--- src/eatm_pkg.sv ---
package eatm_pkg;

	// Angle resolution: a full turn is 2^ANGLE_BITS.
	localparam int ANGLE_BITS = 16;
	// Fraction bits of the Q16.16 style outputs and translations.
	localparam int FRAC_BITS = 16;
	// Default depth of the item queue between front and back.
	localparam int DEF_QUEUE_DEPTH = 8;

	// Pipeline depth of one sine unit, from angle to result register.
	localparam int SINE_LAT = 6;
	// Front latency: sine pipeline plus two product/round pairs and the final sums.
	localparam int FRONT_LAT = SINE_LAT + 5;

	// Model element: scale (Q8.8) times rotation (Q2.30) down to FRAC_BITS.
	localparam int MODEL_SHIFT = 38 - FRAC_BITS;
	// Normal element: numerator width before and after the 2^30 pre-divide.
	localparam int NUM_W = 41 + FRAC_BITS;
	localparam int DIV_W = FRAC_BITS + 11;

	localparam logic [30:0] Q30_ONE = 31'h4000_0000;
	localparam logic [30:0] COEF_A = 31'd1686629713;
	localparam logic [30:0] COEF_B = 31'd688904866;
	localparam logic [30:0] COEF_C = 31'd76016977;

	localparam logic [31:0] Q_ONE = 32'(1) << FRAC_BITS;
	localparam logic [31:0] S32_MAX = 32'h7FFF_FFFF;
	localparam logic [31:0] S32_MIN = 32'h8000_0000;

	// One request after the front: rotation (index column*3 + row, Q2.30 in 33 bits),
	// the raw scales and translations, and the matrix kind.
	typedef struct packed {
		logic normal;
		logic [8:0][32:0] rot;
		logic [2:0][15:0] scale;
		logic [2:0][31:0] move;
	} item_t;

	typedef enum logic [1:0] {
		COL_MODEL,
		COL_NORMAL,
		COL_ZERO,
		COL_MOVE
	} col_kind_t;

	typedef struct packed {
		col_kind_t kind;
		logic [1:0] col;
		logic last;
	} col_tag_t;

endpackage

--- src/eatm_queue.sv ---
module eatm_queue import eatm_pkg::*; #(
	parameter int DEPTH = DEF_QUEUE_DEPTH
) (
	input logic clk,
	input logic arst_n,
	input logic push,
	input item_t push_item,
	input logic pop,
	output item_t head,
	output logic not_empty
);

	localparam int PW = (DEPTH > 1) ? $clog2(DEPTH) : 1;
	localparam int CW = $clog2(DEPTH + 1);

	item_t mem_q [DEPTH];
	logic [PW-1:0] wr_q, rd_q;
	logic [CW-1:0] cnt_q;

	always_ff @(posedge clk) begin
		if (push) begin
			mem_q[wr_q] <= push_item;
		end
	end

	always_ff @(posedge clk or negedge arst_n) begin
		if (!arst_n) begin
			wr_q <= '0;
			rd_q <= '0;
			cnt_q <= '0;
		end else begin
			if (push) begin
				wr_q <= (wr_q == PW'(DEPTH - 1)) ? '0 : wr_q + 1'b1;
			end
			if (pop) begin
				rd_q <= (rd_q == PW'(DEPTH - 1)) ? '0 : rd_q + 1'b1;
			end
			case ({push, pop})
				2'b10: cnt_q <= cnt_q + 1'b1;
				2'b01: cnt_q <= cnt_q - 1'b1;
				default: cnt_q <= cnt_q;
			endcase
		end
	end

	assign head = mem_q[rd_q];
	assign not_empty = (cnt_q != '0);

endmodule

--- config.mk ---
export PLATFORM = sky130hd
export DESIGN_NAME = eatm_queue
export DESIGN_NICKNAME = d
export VERILOG_FILES = /design/src/eatm_pkg.sv /design/src/eatm_queue.sv
export SDC_FILE = /design/constraint.sdc
export NUM_CORES = 2
export LEC_CHECK = 0
export BUFFER_PORTS_ARGS = -buffer_cell sky130_fd_sc_hd__buf_2
export CAP_MARGIN = 20
export CORE_MARGIN = 2
export CORE_UTILIZATION = 50
export CTS_BUF_LIST = sky130_fd_sc_hd__clkbuf_4
export CTS_CLUSTER_DIAMETER = 150
export DETAILED_ROUTE_END_ITERATION = 6
export GPL_ROUTABILITY_DRIVEN = 0
export GPL_TIMING_DRIVEN = 0
export PLACE_DENSITY = 0.77
export SYNTH_ARGS = -nofsm -noshare
export SYNTH_HDL_FRONTEND = slang
export SYNTH_SLANG_ARGS = --single-unit
export TNS_END_PERCENT = 100
--- constraint.sdc ---
create_clock -name clk -period 77.7 [get_ports clk]
set_clock_uncertainty 0.1 [all_clocks]
set_input_delay 7.77 -clock clk [delete_from_list [all_inputs] [get_ports clk]]
set_output_delay 7.77 -clock clk [all_outputs]
set_load 0.01 [all_outputs]
# == Word level (Yosys, flattened, before mapping) ==
# Memories as Yosys holds them, arrays and structs flattened.
# Cells that the tools add are included.
# Widths: inputs -> output; s select.
# totals
ff_bits,10
mem_bits_rw,3536
out_inout_bits,443
word_cells,19
mem_count,1
# memory_table
name,depth,word_bits,read_ports,rd_ports_with_merged_regs,wr,line_no,rtl
mem_q,8,442,1,0,1,eatm_queue.sv:16,item_t mem_q [DEPTH];
# op_classes
add_sub_neg,4
n_eq_ne,4
n_mux,5
reduce_logical,2
# op_table
op,count
$pmux 4 s2,1
$add 3x1->3 const B,2
$eq 3x3->1 const B,2
$mux 3,2
$add 4x1->4 const B,1
$reduce_bool 4->1,1
$sub 4x1->4 const B,1
$eq 2x1->1 const B,1
$eq 2x2->1 const B,1
$mux 1,2
$reduce_bool 2->1,1

# == Logic depth before layout (Yosys ltp) ==
# logic_depth
word_depth,2
depth_mapped,8
depth_no_buf,8

# == Worst setup path before layout ==
# OpenSTA, ideal clock, no wires.
# synth_timing
path_kind,input to register
start,input push
end,memory mem_q[0][0] in the netlist's numbering (enable)
t_arrival_ps,37547
setup_slack_ps,38265
cell_stages,2
path_cell_list,nand2b_1 > nor3_1
# synth_between
elab_chain_cells,2
# synth_rtl
element,line_no,rtl
start: declaration,eatm_queue.sv:6,"input logic push,"
$mux 1,eatm_queue.sv:21,if (push) begin
$mux 1 (not written as such),eatm_queue.sv:22,mem_q[wr_q] <= push_item;
end: declaration,eatm_queue.sv:16,
# Every way passes these cells.

==> impl_metrics.toml <==
[outcome]
outcome = "finished clean"

[power]
power_density_nw_per_um2 = 37.80
leakage_uw = 0.05192
peakVddDrop_uv = 28.32
power_uw = 5926

[layout]
nFillCells = 18150
drive_gt1_share_pct = 49.73
syn_to_final_growth_pct = 17.84
fin_nets = 7594
final_util_pct = 59.19

[timing]
relSlewSlack_pct = 32.13
min_period_ns = 12.85
finalSetupTns_ns = 0
post-route-period-util_pct = 16.54
setup_viol = 0
rsz0062_at_grt = "no"
slew_viol_final = 0
fin_ws_ns = 64.85
max_freq_ghz = 0.07780
hold_viol_final = 0
fin_hold_ws_ns = 0.3913
tightest_slew_ns = 1.018

[routing]
ant_nets = 0
drt-pass1-iter-count = 5
num_vias = 64750
first_iter_violations = 6032
via_per_inst = 5.699
drc = 0
routed_wl_mm = 316.4
post_drt_wl_per_cell_um = 27.85

[clock_tree]
cts_max_path_buffers = 4
clkTransAtPathRegs_ns = 0.07
cts_setup_buffers = 0
cts_tree = "yes"
cts-resized-gates = 0
cts_buffers = 837
cts_sinks = 3546
cts_root_buffer = "clkbuf_4"
postCtsHoldBufs = 0
htree_num_levels = 6
insertion_delay_ns = 1.53

[floorplan]
die_y_um = 519.8
die_area_um2 = 270200
rows = 189
start_util_pct = 50.23
ioPinCount = 889
core_area_um2 = 264900
die_w_um = 519.8

[job]
max_cap_viol_count = 0

[place]
pre_cts_slack_ns = 65.74
numPortBuffers = 888
dp_hpwl_mm = 212.5

[critical_path]
critPathMaxStageDelay_ns = 0.79
startpoint = "rd_q[1]"
crit_fanout = 10
cp_cell_sequence = "buf_2 -> buf_2 -> buf_1 -> mux4_2 -> mux2_2 -> buf_2"
arrival_ns = 4.98
crit_top_cell = "buf_2"
start_kind = "register"
critical_path_class = "reg -> out"
crit_slowest_cell = "buf_1"
r2r_start = "wr_q[1]"
worstSetupEndpointType = "output port"
r2r_end = "mem_q[0][273]"
r2r_setup_slack_ns = 73.17
worstPathRequired_ns = 69.83
rr_worst_depth = 16

[global_route]
grt_max_degree = 27
grt_first_pass_wirelength_mm = 453.9
gr-total-overflow = 0
antenna_found_initial = 163
grt_pass1_vias = 67570
grt.total_usage_pct = 23.11

[synth]
ys_types = 23
syn_nets = 5616
synthCells = 5163
synth_seq_area_share_pct = 80.01
ys_warn_count = 0
avgSynthCellArea_um2 = 25.77
netlist_area_um2 = 133000
synth-seq-cells = 3546

[hold_path]
worstHoldPathCells = 1
hold-path-endpoint = "cnt_q[3]"
min_path_type = "reg -> reg"
hp-start = "cnt_q[3]"
[state kept, by name, indices dropped and copies added (netlist names)]
name and count:
rd_q 3, mem_q 3536, wr_q 3, cnt_q 4
[report_power, final]
part	switching (uW)	internal (uW)
registers	54.0	2390
logic	1120	908
clock network	718	734
total	1890	4030
[cell usage after synthesis (all sizes together)]
| library cell | count | share of area [%] |
|---|---|---|
| xor2 | 4 | 0.026 |
| or3 | 1 | 0.0047 |
| a31oi | 1 | 0.0047 |
| nand2 | 2 | 0.0056 |
| ha | 7 | 0.066 |
| dfrtp | 10 | 0.19 |
| buf | 154 | 0.77 |
| nor2 | 9 | 0.025 |
| inv | 1 | 0.0028 |
| mux2 | 449 | 3.8 |
| or4 | 1 | 0.0056 |
| nor2b | 3 | 0.014 |
| edfxtp | 3536 | 80 |
| xnor2 | 1 | 0.0066 |
| o32ai | 1 | 0.0066 |
| a21oi | 2 | 0.0075 |
| clkbuf | 92 | 0.26 |
| nand2b | 3 | 0.014 |
| mux4 | 884 | 15 |
| nor3 | 2 | 0.0075 |
[worst max-delay path: cells and delay by family (launching register included)]
kind | cells | cell delay [ns]
muxes | 2 | 0.74
buffers and inverters | 4 | 2.21
DFF | 1 | 0.40
[logic make-up after synthesis]
logic type | share of synthesized area, %
flip-flops | 80.01
multiplexers | 18.77
buffers and inverters | 1.032
AND/OR/NAND/NOR | 0.07713
adder cells (fa/ha/maj) | 0.06584
XOR/XNOR | 0.03292
AO/OA/AOI/OAI | 0.01882
[cell usage in the layout (no fill, tap or decap), types with 4 or more instances in the layout]
master / netlist / final
ha_1: 7 / 7
bufinv_16: 0 / 9
buf_1: 52 / 52
buf_8: 0 / 19
nor2_4: 0 / 6
buf_2: 41 / 929
edfxtp_1: 3536 / 3536
inv_8: 0 / 5
inv_12: 0 / 4
mux4_2: 884 / 884
clkbuf_4: 0 / 1184
clkinv_1: 0 / 168
clkbuf_1: 92 / 91
dfrtp_1: 10 / 10
mux2_2: 449 / 449
xor2_1: 4 / 4
clkinvlp_4: 0 / 11
clkinv_8: 0 / 6
buf_4: 17 / 25
clkinv_4: 0 / 7
buf_16: 0 / 23
inv_6: 0 / 14
buf_12: 0 / 107
buf_6: 44 / 138
clkinv_2: 0 / 20
diode_2: 0 / 96
[metal layers]
layer  vias up  GRT usage, %  part of all wire, %
li1      27090             -                    -
met1     33550         28.69                   36
met2      3312         36.62                   49
met3       652         9.414                   12
met4       150         8.608                  3.1
met5         -             0                 0.29
[metrics by stage]
stage,cell area [um2],cells
after floorplan,133000,5163
after global placement,141900,9584
after detailed placement,146100,9834
after CTS,156500,11270
after global routing,156600,11300
final,156800,11360
[worst max-delay path by stage]
| stage | to | slack [ns] |
|---|---|---|
| after floorplan | mem_q[0][0] | 38.26 |
| after global placement | mem_q[0][290] | 7.44 |
| after detailed placement | mem_q[0][272] | 65.74 |
| after CTS | head[142] | 64.15 |
| after global routing | head[165] | 64.55 |
| final | head[171] | 64.85 |
[final cells by class]
class,instances,area [um2],area share (%)
sequential,3546,106400,67.90
inverter,1,3.754,0.002395
timing repair buffer,1139,8623,5.501
tap,3533,4420,2.820
buffer,246,1370,0.8740
antenna,96,240.2,0.1533
multi-input combinational,1370,25280,16.13
clock inverter,247,1498,0.9554
clock buffer,1184,8889,5.670
Power figures use the tool's default switching activity.
